<file path="src/isiq_pkg.sv">
package isiq_pkg;

  // Field widths of one transaction
  localparam int unsigned TIME_W = 15;
  localparam int unsigned OP_W = 2;
  localparam int unsigned COUNT_OUT_W = 5;

  // Default table depth
  localparam int unsigned MAX_INTERVALS_DEF = 16;

  typedef enum logic [OP_W-1:0] {
    OP_INSERT = 2'd0,
    OP_QUERY  = 2'd1,
    OP_CLEAR  = 2'd2
  } op_e;

  // Update applied to every cell in the commit cycle
  typedef enum logic [2:0] {
    UPD_NONE,
    UPD_CLEAR,
    UPD_INSERT,
    UPD_JOIN_PREV,
    UPD_JOIN_NEXT,
    UPD_MERGE
  } upd_e;

  typedef enum logic [1:0] {
    S_IDLE,
    S_CMP,
    S_UPD
  } state_e;

  typedef struct packed {
    logic [TIME_W-1:0] start;
    logic [TIME_W-1:0] stop;
  } span_t;

  typedef struct packed {
    logic  valid;
    span_t span;
  } cell_data_t;

  // Broadcast to all cells: update kind and request times
  typedef struct packed {
    upd_e              kind;
    logic [TIME_W-1:0] t1;
    logic [TIME_W-1:0] t2;
  } cell_ctrl_t;

  // Where a cell sits relative to the insert position
  typedef struct packed {
    logic at_pos;
    logic pre_pos;
    logic after_pos;
  } cell_pos_t;

  // Registered compare results of one cell
  typedef struct packed {
    logic valid;
    logic pass_ins;
    logic pass_qry;
    logic in_start;
    logic eq_prev;
    logic eq_next;
  } cell_flags_t;

endpackage

</file>
<file path="src/isiq_if.sv">
interface isiq_req_if;
  import isiq_pkg::*;

  logic                       valid;
  logic                       ready;
  logic [OP_W-1:0]            operation;
  logic [TIME_W-1:0]          start_req;
  logic [TIME_W-1:0]          stop;

  modport source (output valid, operation, start_req, stop, input ready);
  modport sink (input valid, operation, start_req, stop, output ready);
endinterface

interface isiq_rsp_if;
  import isiq_pkg::*;

  logic                       valid;
  logic                       ready;
  logic                       hit;
  logic                       dropped_full;
  logic [COUNT_OUT_W-1:0]     entry_count;

  modport source (output valid, hit, dropped_full, entry_count, input ready);
  modport sink (input valid, hit, dropped_full, entry_count, output ready);
endinterface

</file>
<file path="src/interval_set_insert_query_unit.sv">
// Channel | Port  | Direction | Payload
// request | req_i | in        | operation, start_req, stop
// result  | rsp_o | out       | hit, dropped_full, entry_count
//
// Each transaction passes a compare state, where every cell compares its
// interval with the request, then an update state, where the position decoder
// drives the shift or update of all cells and loads the result register.
// A new request is taken in the update cycle of the previous one.
// Reset clears the occupancy bits and the count; interval times are not reset.
// A result waiting in the output register stalls only the next update cycle.
module interval_set_insert_query_unit import isiq_pkg::*; #(
  parameter int unsigned MaxIntervals = MAX_INTERVALS_DEF
) (
  input  logic clk_i,
  input  logic rst_ni,
  isiq_req_if.sink   req_i,
  isiq_rsp_if.source rsp_o
);

  localparam int unsigned CountW = $clog2(MaxIntervals + 1);

  state_e state_q, state_d;

  logic              in_fire;
  logic              out_free;
  logic              commit;

  // Request register
  logic [OP_W-1:0]   op_q;
  logic [TIME_W-1:0] t1_q;
  logic [TIME_W-1:0] t2_q;

  logic [CountW-1:0] count_q, count_d;

  logic                   out_valid_q, out_valid_d;
  logic                   hit_q, hit_d;
  logic                   dropped_q, dropped_d;
  logic [COUNT_OUT_W-1:0] entry_count_q;

  cell_data_t  cdata  [MaxIntervals];
  cell_flags_t cflags [MaxIntervals];
  cell_ctrl_t  ctrl;
  upd_e        kind;

  logic [MaxIntervals:0]   ins_pass, ins_first, ins_below;
  logic [MaxIntervals:0]   qry_pass, qry_first;
  logic [MaxIntervals-1:0] valid_vec, eq_prev_vec, eq_next_vec, in_start_vec;
  logic [MaxIntervals-1:0] occ_vec;
  logic                    join_prev, join_next, full, query_hit;

  // Handshake
  assign out_free    = !out_valid_q || rsp_o.ready;
  assign commit      = (state_q == S_UPD) && out_free;
  assign req_i.ready = (state_q == S_IDLE) || commit;
  assign in_fire     = req_i.valid && req_i.ready;

  // Next state
  always_comb begin
    state_d = state_q;
    case (state_q)
      S_IDLE: if (in_fire) state_d = S_CMP;
      S_CMP:  state_d = S_UPD;
      S_UPD:  if (commit) state_d = in_fire ? S_CMP : S_IDLE;
      default: state_d = S_IDLE;
    endcase
  end

  // Gather per-cell flags into vectors
  assign ins_pass[MaxIntervals] = 1'b0;
  assign qry_pass[MaxIntervals] = 1'b0;
  for (genvar i = 0; i < MaxIntervals; i++) begin : g_vec
    assign ins_pass[i]     = cflags[i].pass_ins;
    assign qry_pass[i]     = cflags[i].pass_qry;
    assign valid_vec[i]    = cflags[i].valid;
    assign eq_prev_vec[i]  = cflags[i].eq_prev;
    assign eq_next_vec[i]  = cflags[i].eq_next;
    assign in_start_vec[i] = cflags[i].in_start;
    // Live occupancy of each cell
    assign occ_vec[i]      = cdata[i].valid;
  end

  // Locate first failing cell: one-hot and the mask of cells in front of it
  assign ins_first = ~ins_pass & (ins_pass + 1'b1);
  assign ins_below = (ins_pass ^ (ins_pass + 1'b1)) & ins_pass;
  assign qry_first = ~qry_pass & (qry_pass + 1'b1);

  assign join_prev = |(ins_first[MaxIntervals:1] & eq_prev_vec);
  assign join_next = |(ins_first[MaxIntervals-1:0] & valid_vec & eq_next_vec);
  assign query_hit = |(qry_first[MaxIntervals-1:0] & valid_vec & in_start_vec);
  assign full      = (count_q == CountW'(MaxIntervals));

  // Decide the update, the new count and the result
  always_comb begin
    kind      = UPD_NONE;
    count_d   = count_q;
    hit_d     = 1'b0;
    dropped_d = 1'b0;
    if (commit) begin
      case (op_e'(op_q))
        OP_INSERT: begin
          if (join_prev && join_next) begin
            kind    = UPD_MERGE;
            count_d = CountW'(count_q - 1'b1);
          end else if (join_prev) begin
            kind = UPD_JOIN_PREV;
          end else if (join_next) begin
            kind = UPD_JOIN_NEXT;
          end else if (full) begin
            dropped_d = 1'b1;
          end else begin
            kind    = UPD_INSERT;
            count_d = CountW'(count_q + 1'b1);
          end
        end
        OP_QUERY: begin
          hit_d = query_hit;
        end
        OP_CLEAR: begin
          kind    = UPD_CLEAR;
          count_d = '0;
        end
        default: begin
        end
      endcase
    end
  end

  // Output register valid
  always_comb begin
    out_valid_d = out_valid_q;
    if (commit) begin
      out_valid_d = 1'b1;
    end else if (rsp_o.ready) begin
      out_valid_d = 1'b0;
    end
  end

  assign ctrl = '{kind: kind, t1: t1_q, t2: t2_q};

  // Row of cells, each linked to both neighbors
  for (genvar i = 0; i < MaxIntervals; i++) begin : g_cell
    cell_data_t left, right;
    cell_pos_t  pos;

    if (i == 0) begin : g_first
      assign left = '0;
    end else begin : g_left
      assign left = cdata[i-1];
    end
    if (i == MaxIntervals - 1) begin : g_last
      assign right = '0;
    end else begin : g_right
      assign right = cdata[i+1];
    end

    assign pos.at_pos    = ins_first[i];
    assign pos.pre_pos   = ins_first[i+1];
    assign pos.after_pos = ~ins_below[i] & ~ins_first[i];

    isiq_cell u_cell (
      .clk_i   (clk_i),
      .rst_ni  (rst_ni),
      .ctrl_i  (ctrl),
      .pos_i   (pos),
      .left_i  (left),
      .right_i (right),
      .data_o  (cdata[i]),
      .flags_o (cflags[i])
    );
  end

  // Control registers
  always_ff @(posedge clk_i or negedge rst_ni) begin
    if (!rst_ni) begin
      state_q     <= S_IDLE;
      count_q     <= '0;
      out_valid_q <= 1'b0;
    end else begin
      state_q     <= state_d;
      count_q     <= count_d;
      out_valid_q <= out_valid_d;
    end
  end

  // Capture request, load result
  always_ff @(posedge clk_i) begin
    if (in_fire) begin
      op_q <= req_i.operation;
      t1_q <= req_i.start_req;
      t2_q <= req_i.stop;
    end
    if (commit) begin
      hit_q         <= hit_d;
      dropped_q     <= dropped_d;
      entry_count_q <= COUNT_OUT_W'(count_d);
    end
  end

  assign rsp_o.valid        = out_valid_q;
  assign rsp_o.hit          = hit_q;
  assign rsp_o.dropped_full = dropped_q;
  assign rsp_o.entry_count  = entry_count_q;

  // Occupied cells always match the count
  a_count_matches_cells: assert property (@(posedge clk_i) disable iff (!rst_ni)
    $countones(occ_vec) == count_q)
    else $error("occupied cells differ from entry count");

  // A drop happens only with a full table
  a_drop_only_full: assert property (@(posedge clk_i) disable iff (!rst_ni)
    commit && dropped_d |-> full)
    else $error("insert dropped with free entries");

  // Clear empties the table
  a_clear_empties: assert property (@(posedge clk_i) disable iff (!rst_ni)
    commit && (op_q == OP_CLEAR) |=> count_q == '0)
    else $error("clear left entries");

  // No request taken during the compare cycle
  a_no_accept_in_cmp: assert property (@(posedge clk_i) disable iff (!rst_ni)
    state_q == S_CMP |-> !req_i.ready)
    else $error("request taken during compare");

  // Hit and drop never reported together
  a_hit_xor_drop: assert property (@(posedge clk_i) disable iff (!rst_ni)
    out_valid_q |-> !(hit_q && dropped_q))
    else $error("hit and drop both set");

endmodule

</file>
<file path="src/isiq_cell.sv">
module isiq_cell import isiq_pkg::*; (
  input  logic        clk_i,
  input  logic        rst_ni,
  input  cell_ctrl_t  ctrl_i,
  input  cell_pos_t   pos_i,
  input  cell_data_t  left_i,
  input  cell_data_t  right_i,
  output cell_data_t  data_o,
  output cell_flags_t flags_o
);

  logic        valid_q, valid_d;
  span_t       span_q, span_d;
  cell_flags_t flags_q, flags_d;
  logic [TIME_W:0] stop_inc;
  logic [TIME_W:0] t2_inc;

  // Compare the held interval against the request times
  always_comb begin
    stop_inc = {1'b0, span_q.stop} + 1'b1;
    t2_inc   = {1'b0, ctrl_i.t2} + 1'b1;
    flags_d.valid    = valid_q;
    flags_d.pass_ins = valid_q && !(ctrl_i.t2 < span_q.start);
    flags_d.pass_qry = valid_q && (ctrl_i.t1 > span_q.stop);
    flags_d.in_start = (ctrl_i.t1 >= span_q.start);
    flags_d.eq_prev  = ({1'b0, ctrl_i.t1} == stop_inc);
    flags_d.eq_next  = (t2_inc == {1'b0, span_q.start});
  end

  // Select the next content: keep, clear, take a neighbor, or load request times
  always_comb begin
    valid_d = valid_q;
    span_d  = span_q;
    case (ctrl_i.kind)
      UPD_CLEAR: begin
        valid_d = 1'b0;
      end
      UPD_INSERT: begin
        if (pos_i.at_pos) begin
          valid_d = 1'b1;
          span_d  = '{start: ctrl_i.t1, stop: ctrl_i.t2};
        end else if (pos_i.after_pos) begin
          valid_d = left_i.valid;
          span_d  = left_i.span;
        end
      end
      UPD_JOIN_PREV: begin
        if (pos_i.pre_pos) span_d.stop = ctrl_i.t2;
      end
      UPD_JOIN_NEXT: begin
        if (pos_i.at_pos) span_d.start = ctrl_i.t1;
      end
      UPD_MERGE: begin
        if (pos_i.pre_pos) begin
          span_d.stop = right_i.span.stop;
        end else if (pos_i.at_pos || pos_i.after_pos) begin
          valid_d = right_i.valid;
          span_d  = right_i.span;
        end
      end
      default: begin
      end
    endcase
  end

  // Hold the occupancy bit
  always_ff @(posedge clk_i or negedge rst_ni) begin
    if (!rst_ni) begin
      valid_q <= 1'b0;
    end else begin
      valid_q <= valid_d;
    end
  end

  // Hold interval times and compare flags
  always_ff @(posedge clk_i) begin
    span_q  <= span_d;
    flags_q <= flags_d;
  end

  assign data_o  = '{valid: valid_q, span: span_q};
  assign flags_o = flags_q;

endmodule

</file>
<file path="src/flat_wrapper.sv">
// flat-port wrapper written by rule: the top's interface ports become plain ports
module interval_set_insert_query_unit_flat import isiq_pkg::*;
#(
  parameter int unsigned MaxIntervals = MAX_INTERVALS_DEF
)
  (clk_i, rst_ni, req_i_valid, req_i_operation, req_i_start_req, req_i_stop, req_i_ready, rsp_o_valid, rsp_o_hit, rsp_o_dropped_full, rsp_o_entry_count, rsp_o_ready);
  isiq_req_if req_i_i ();
  isiq_rsp_if rsp_o_i ();
  input  logic clk_i;
  input  logic rst_ni;
  input wire logic [$bits(req_i_i.valid)-1:0] req_i_valid;
  input wire logic [$bits(req_i_i.operation)-1:0] req_i_operation;
  input wire logic [$bits(req_i_i.start_req)-1:0] req_i_start_req;
  input wire logic [$bits(req_i_i.stop)-1:0] req_i_stop;
  output wire logic [$bits(req_i_i.ready)-1:0] req_i_ready;
  output wire logic [$bits(rsp_o_i.valid)-1:0] rsp_o_valid;
  output wire logic [$bits(rsp_o_i.hit)-1:0] rsp_o_hit;
  output wire logic [$bits(rsp_o_i.dropped_full)-1:0] rsp_o_dropped_full;
  output wire logic [$bits(rsp_o_i.entry_count)-1:0] rsp_o_entry_count;
  input wire logic [$bits(rsp_o_i.ready)-1:0] rsp_o_ready;
  assign req_i_i.valid = req_i_valid;
  assign req_i_i.operation = req_i_operation;
  assign req_i_i.start_req = req_i_start_req;
  assign req_i_i.stop = req_i_stop;
  assign req_i_ready = req_i_i.ready;
  assign rsp_o_valid = rsp_o_i.valid;
  assign rsp_o_hit = rsp_o_i.hit;
  assign rsp_o_dropped_full = rsp_o_i.dropped_full;
  assign rsp_o_entry_count = rsp_o_i.entry_count;
  assign rsp_o_i.ready = rsp_o_ready;
  interval_set_insert_query_unit #(.MaxIntervals(MaxIntervals)) u_core (.clk_i(clk_i), .rst_ni(rst_ni), .req_i(req_i_i), .rsp_o(rsp_o_i));
endmodule
</file>
<file path="config.mk">
export PLATFORM = sky130hd
export DESIGN_NAME = interval_set_insert_query_unit_flat
export DESIGN_NICKNAME = d
export VERILOG_FILES = /design/src/isiq_pkg.sv /design/src/isiq_if.sv /design/src/interval_set_insert_query_unit.sv /design/src/isiq_cell.sv /design/src/flat_wrapper.sv
export SDC_FILE = /design/constraint.sdc
export NUM_CORES = 2
export LEC_CHECK = 0
export BUFFER_PORTS_ARGS = -buffer_cell sky130_fd_sc_hd__buf_2
export CAP_MARGIN = 20
export CORE_ASPECT_RATIO = 1.1
export CORE_MARGIN = 10
export CORE_UTILIZATION = 48
export DETAILED_ROUTE_END_ITERATION = 8
export GPL_ROUTABILITY_DRIVEN = 0
export MAX_ROUTING_LAYER = met4
export PLACE_DENSITY = 0.7
export REMOVE_ABC_BUFFERS = 1
export SLEW_MARGIN = 20
export SYNTH_ARGS = -nofsm -noshare
export SYNTH_HDL_FRONTEND = slang
export SYNTH_SLANG_ARGS = --single-unit
</file>
<file path="constraint.sdc">
create_clock -name clk_i -period 4.1 [get_ports clk_i]
set_input_delay 0.41 -clock clk_i [delete_from_list [all_inputs] [get_ports clk_i]]
set_output_delay 0.41 -clock clk_i [all_outputs]
set_load 0.05 [all_outputs]
</file>
# Word level (Yosys, flattened, before mapping)
# Cells that the tools add are included.
[totals] regBits=639 out_inout_bits=9 input_bits=36 word_cells=794
[op_classes] n_eq_ne=140 bitwise_logic=60 addsub=21 muxes=243 reduce_logical=129 magnitude_cmp=48
[op_table] operator="two-way mux 30 bit" n=48
[op_table] operator="case mux 15 bit (3 select lines)" n=32
[op_table] operator="two-way mux 15 bit" n=64
[op_table] operator="adder 15 x 1 -> 16 bit, second input constant" n=17
[op_table] operator="== test 15 x 16 -> 1 bit" n=16
[op_table] operator="== test 16 x 15 -> 1 bit" n=16
[op_table] operator=">= comparator 15 bit" n=16
[op_table] operator="> comparator 15 bit" n=16
[op_table] operator="< comparator 15 bit" n=16
[op_table] operator="AND reduction 4 bit" n=32
[op_table] operator="bitwise AND 16 bit" n=7
[op_table] operator="!= test 3 x 2 -> 1 bit, second input constant" n=32
[op_table] operator="AND reduction 5 bit" n=16
[op_table] operator="two-way mux 1 bit" n=68
[op_table] operator="!= test 2 x 1 -> 1 bit, second input constant" n=34
[op_table] operator="!= test 2 bit, second input constant" n=32
[op_table] operator="case mux 1 bit (3 select lines)" n=16
[op_table] operator="OR reduction 16 bit" n=3
[op_table] operator="logical AND 1 bit" n=35
[op_table] operator="OR reduction 34 bit" n=1
[op_table] operator="inverter 1 bit" n=33
[op_table] operator="two-way mux 5 bit" n=5
[op_table] operator="logical OR 1 bit" n=18
[op_table] operator="adder 16 x 1 -> 17 bit, second input constant" n=1
[op_table] operator="other kinds (24)" n=67

# Longest topological paths before layout
[logic_depth] word_depth=13 depth_mapped=14 ltp_nobuf=10

# By module
# Synthesis repeated with hierarchy kept, for this count alone.
[unflattened] hier_cells=7144 area_unflattened_um2=60715.7
[modules_own_cells] mod="isiq_cell at u_core.g_cell[0].u_cell ..." cells_per_inst=430 seq_area_each_um2=1046.0 area_per_inst_um2=3621.0 n_inst=14
[modules_own_cells] mod="isiq_cell at u_core.g_cell[15].u_cell" cells_per_inst=436 seq_area_each_um2=1046.0 area_per_inst_um2=3712.3 n_inst=1
[modules_own_cells] mod="isiq_cell at u_core.g_cell[9].u_cell" cells_per_inst=438 seq_area_each_um2=1046.0 area_per_inst_um2=3703.6 n_inst=1
[modules_own_cells] mod="interval_set_insert_query_unit" cells_per_inst=250 seq_area_each_um2=1371.3 area_per_inst_um2=2606.2 n_inst=1

# Least setup slack after synthesis
# Ideal clock, no wire load.
[synth_path] kind="reg-to-reg" start="reg u_core.g_cell[5].u_cell.flags_q, in the netlist u_core.g_cell[5].u_cell.flags_o[4]" end="reg u_core.g_cell[3].u_cell.span_q, in the netlist u_core.g_cell[3].u_cell.data_o[15], enable pin" required_ns=3.689 synth_period_minus_slack_ns=3.943 setup_slack_ns=0.157 t_arrival_ns=3.532 path_buffers=3 path_stages_with_launch=12 setup_ns=0.411 cell_sequence="dfxtp_1 > buf_4 > and2_1 > buf_2 > nand3_4 > nor4_2 > and4b_1 > buf_6 > or4_4 > nor3_2 > nor2_2 > a211oi_1"
[synth_between] elab_chain_len=13 elab_cells_between_ends=23 classes_between="add/sub: 1; eq/ne: 7; mux: 5; bitwise: 5; reduce/logical: 5"
[synth_lines] element="start: declaration" line_no="isiq_cell.sv:14" rtl="cell_flags_t flags_q, flags_d;"
[synth_lines] element="start signal: assignment" line_no="isiq_cell.sv:78" rtl="flags_q <= flags_d;"
[synth_lines] element="adder 16 x 1 -> 17 bit or inverter 16 -> 17 bit (tied branches)" line_no="interval_set_insert_query_unit.sv:83" rtl="assign ins_first = ~ins_pass & (ins_pass + 1'b1);"
[synth_lines] element="bitwise AND 17 bit *" line_no="interval_set_insert_query_unit.sv:83"
[synth_lines] element="bitwise AND 16 bit (2 in a row)" line_no="interval_set_insert_query_unit.sv:88" rtl="assign join_next = |(ins_first[MaxIntervals-1:0] & valid_vec & eq_next_vec);"
[synth_lines] element="OR reduction 16 bit" line_no="interval_set_insert_query_unit.sv:88"
[synth_lines] element="two-way mux 3 bit" line_no="interval_set_insert_query_unit.sv:106" rtl="end else if (join_next) begin"
[synth_lines] element="two-way mux 3 bit" line_no="interval_set_insert_query_unit.sv:104" rtl="end else if (join_prev) begin"
[synth_lines] element="two-way mux 3 bit *" line_no="interval_set_insert_query_unit.sv:101" rtl="if (join_prev && join_next) begin"
[synth_lines] element="case mux 3 bit (2 select lines) *" line_no="interval_set_insert_query_unit.sv:99" rtl="case (op_e'(op_q))"
[synth_lines] element="two-way mux 3 bit *" line_no="interval_set_insert_query_unit.sv:98" rtl="if (commit) begin"
[synth_lines] element="== test 3 x 2 -> 1 bit or == test 3 bit (tied branches)" line_no="isiq_cell.sv:34" rtl="case (ctrl_i.kind)"
[synth_lines] element="!= test 3 x 2 -> 1 bit (no line), or another cell as far along"
[synth_lines] element="AND reduction 5 bit (no line) *"
[synth_lines] element="end signal: assignment" line_no="isiq_cell.sv:77" rtl="span_q <= span_d;"
[synth_lines] element="end: declaration" line_no="isiq_cell.sv:13" rtl="span_t span_q, span_d;"
# Every way passes the cells marked *; elsewhere a longest branch is shown, timed or not.
# A chain may end at the register's enable or synchronous reset.

==> metrics <==
status=completed; Final Hold Fails=0; Worst path most repeated cell=nor4_1; hold path start=req_i_operation[0]; setup_tns=0 ps; largest stage delay on the critical path=970 ps; Seq pwr share=41.5%; Achievable Freq=248 MHz; switching portion of total power=30.8%; Crit Path Max Fanout=16; Pleak=0.0246 uW; ranking of synthesized cells by area=edfxtp_1, ha_1, xnor2_1, a21oi_1, o211ai_1; PortBufs=44; Crit. End Element=flop; Starting DRT DRC Count=6,409; CTS tree=done; CTS clk-pin slew, worst paths=60 ps; final slew viol count=0; max cap viols=0; Worst Setup SP=u_core.g_cell[1].u_cell.flags_o[4]$_DFF_P_; Initial Util=48.5%; Tightest Pin Transition=1220 ps; clock root cell=clkbuf_16; CP max-delay cell=nor3_4; synth warn=0; P_sw=5760 uW; Slew headroom=18.3%; Via density=6.50; total CTS buffers=76; DRC=0; Hold/Removal Path Class=in2reg; Synth Instances=6,195; Synth Area per Inst=8.96 um2; Post-DP HPWL=141 mm; min Tclk post-route=4030 ps; postcts setup bufs=0; boundary pin count=45; total wire length=193 mm; Cell Pwr Density=306 mW/mm2; top-area cell type share of the netlist area=28.1%; gr ovfl total=0; synthesized area=0.0555 mm2; CP top delay family=simple AND/OR/NAND/NOR gates; CP Cell Sequence=nand4_2 -> nor4_1 -> nor4_1 -> nand3_2 -> or3_1 -> buf_4 -> nor3_4 -> a21oi_1 -> o211ai_1; Final ANT Viol Nets=0; clk buf depth=3; vias in the first global route=48.8k; die area=0.130 mm2; clock share of power=37.6%; total vias in the final route=50.9k; worst endpoint data arrival time=4520 ps; clock skew=33.0 ps; drt wl/cell=24.6 um; Final Cell Area=0.0613 mm2; commonest register cell after synthesis=edfxtp_1; sequential area share after synthesis=32.6%; startpoint types=flop; WP buf/inv=1; Setup Viol. Count Final=0; Area Overhead vs Synth=10.4%; Tot Pwr=18,700 uW; largest net degree at the start of global routing=147; Peak VDD IR=0.000273 V; DIE HEIGHT=377 um; die width=344 um; Synth area leader=edfxtp_1; worst endpoint required time=4590 ps; Placed Instances=7,643; Final period util=98.4%; H-Tree Depth=3; GRT Total Usage=29.5%; asr flop ratio synth=3.76%; Post-Layout Cell Count=7,823; layout cells sized above 1=7.98%; Final Core Density=53.5%; latest clock arrival within the worst-skew pair=670 ps; Post-Place Cell Area=0.0584 mm2; Cell variety after synth=95; Setup CP Type=reg2reg; Internal=13,000 uW; reg2reg start=u_core.g_cell[1].u_cell.flags_o[4]$_DFF_P_; EDFF count, synth=519; TritonRoute pass-1 iters=6; initial antenna violation count=6; core area=0.115 mm2; Net count, final=7,011; Rows=130; unrepaired setup endpoints after global routing=yes; clock sinks=639; synthesized flop and latch total=639; first-pass GRT wire length=294 mm; logic gate share of total power=20.9%
==> layout make-up <==
type | instances | area, um2
multi-input combinational | 4737 | 34300
clock inverter | 25 | 194
clock buffer | 117 | 2360
antenna | 5 | 12.5
timing repair buffer | 286 | 2540
tap | 1518 | 1900
inverter | 496 | 1860
fill | 10200 | 53200
sequential | 639 | 18100
==> cell usage after synthesis, types with 61 or more instances <==
cell type,number
o21ai_0,174
ha_1,739
nand2_1,250
a21o_1,122
dfxtp_1,96
nor2b_1,70
nand4_1,104
nor3_1,106
o211ai_1,272
nor4_1,81
xor2_1,105
buf_2,105
a22o_1,61
nand3_1,394
o21a_1,95
inv_1,493
xnor2_1,408
clkbuf_1,175
edfxtp_1,519
nor2_1,521
a21oi_1,460
o22ai_1,186
==> power by group through the flow <==
| stage | combinational [uW] | clock (uW) | sequential (uW) |
|---|---|---|---|
| after floorplan | 2330 | 0 | 7950 |
| after global placement | 3640 | 0 | 7880 |
| after detailed placement | 3790 | 0 | 7870 |
| after CTS | 3840 | 7070 | 7740 |
| after global routing | 4290 | 7330 | 7780 |
| final | 3920 | 7040 | 7770 |
==> layout by cell type (no fill, tap or decap), types with 20 or more instances in the layout <==
| master | instances |
|---|---|
| xor2_1 | 105 |
| buf_4 | 175 |
| and4_1 | 29 |
| o211ai_1 | 272 |
| nand2b_1 | 38 |
| a22o_1 | 61 |
| inv_1 | 492 |
| ha_1 | 739 |
| a21o_1 | 122 |
| a22oi_1 | 41 |
| nor3_1 | 104 |
| clkbuf_1 | 21 |
| nand3_1 | 394 |
| nand4_1 | 104 |
| o22ai_1 | 186 |
| a21oi_1 | 459 |
| nor3_2 | 20 |
| o21ai_0 | 174 |
| clkbuf_16 | 86 |
| edfxtp_1 | 519 |
| nor2_1 | 516 |
| buf_12 | 32 |
| buf_2 | 44 |
| nor2b_1 | 70 |
| dfrtp_1 | 24 |
| a2111oi_0 | 23 |
| and3_1 | 43 |
| nand2_1 | 248 |
| dlygate4sd3_1 | 33 |
| xnor2_1 | 396 |
| o21a_1 | 95 |
| a31oi_1 | 21 |
| a211oi_1 | 28 |
| or4_1 | 20 |
| dfxtp_1 | 96 |
| nor4_1 | 80 |
==> layer usage <==
metal  wire length [um]  part of all wire (%)  GRT usage [%]
met1              76500                    40           37.5
met2              86500                    45           45.5
met3              19400                    10           4.85
met5                  0                     0              -
met4              10300                   5.3           14.2
==> registers in the layout, indices dropped and copies added, names as in the netlist <==
name and cells:
u_core.g_cell.u_cell.data_o 480, u_core.g_cell.u_cell.flags_o 96, u_core.g_cell.u_cell.valid_q 16, u_core.t1_q 15, u_core.t2_q 15, u_core.count_q 5
u_core.rsp_o.entry_count 5, u_core.op_q 2, u_core.state_q 2, u_core.rsp_o.dropped_full 1, u_core.rsp_o.hit 1, u_core.rsp_o.valid 1
==> metrics by stage <==
step           setup WS (ps)  hold slack [ps]
2_1_floorplan          -4180              114
3_3_place_gp             144              449
3_5_place_dp            88.8              456
4_1_cts                 83.5             9.66
5_1_grt                -8.28             30.4
6_report                65.2             49.3
==> worst register-to-register path, stage by stage, from the launching register on <==
cell,delay (ps)
dfxtp_1,430
nand4_2,320
nor4_1,120
nor4_1,640
nand3_2,310
or3_1,470
buf_4,230
nor3_4,980
a21oi_1,220
o211ai_1,170
==> path summary, 6_finish.rpt <==
kind | to | slack (ps) | depth (start not counted)
setup reg to reg | u_core.g_cell[5].u_cell.data_o[4]$_DFFE_PP_ | 70 | 9
hold / removal | u_core.op_q[0]$_DFFE_PP_ | 50 | 1
setup / recovery | u_core.g_cell[5].u_cell.data_o[4]$_DFFE_PP_ | 70 | 9
hold reg to reg | u_core.state_q[1]$_DFFE_PN0P_ | 490 | 1
min in group asynchronous | u_core.g_cell[0].u_cell.valid_q$_DFFE_PN0P_ | 500 | 2
max in group asynchronous | u_core.count_q[4]$_DFF_PN0_ | 3130 | 2
==> cells by family after synthesis <==
logic type      Yosys count  synth area share [%]
flops                   639                  32.6
fa+ha+maj               739                  16.7
compound gates         1672                  19.8
mux                      40                 0.875
simple gates           1772                  15.9
xor+xnor                514                  8.12
buf+inv                 819                  5.95
==> what timing repair did <==
item,4_1_cts,5_1_grt
hold buffers,33,0
endpoints found under the setup margin,0,157
gates resized for setup,0,4
endpoints found under the hold margin,56,0
(Power assumes the default switching activity.)
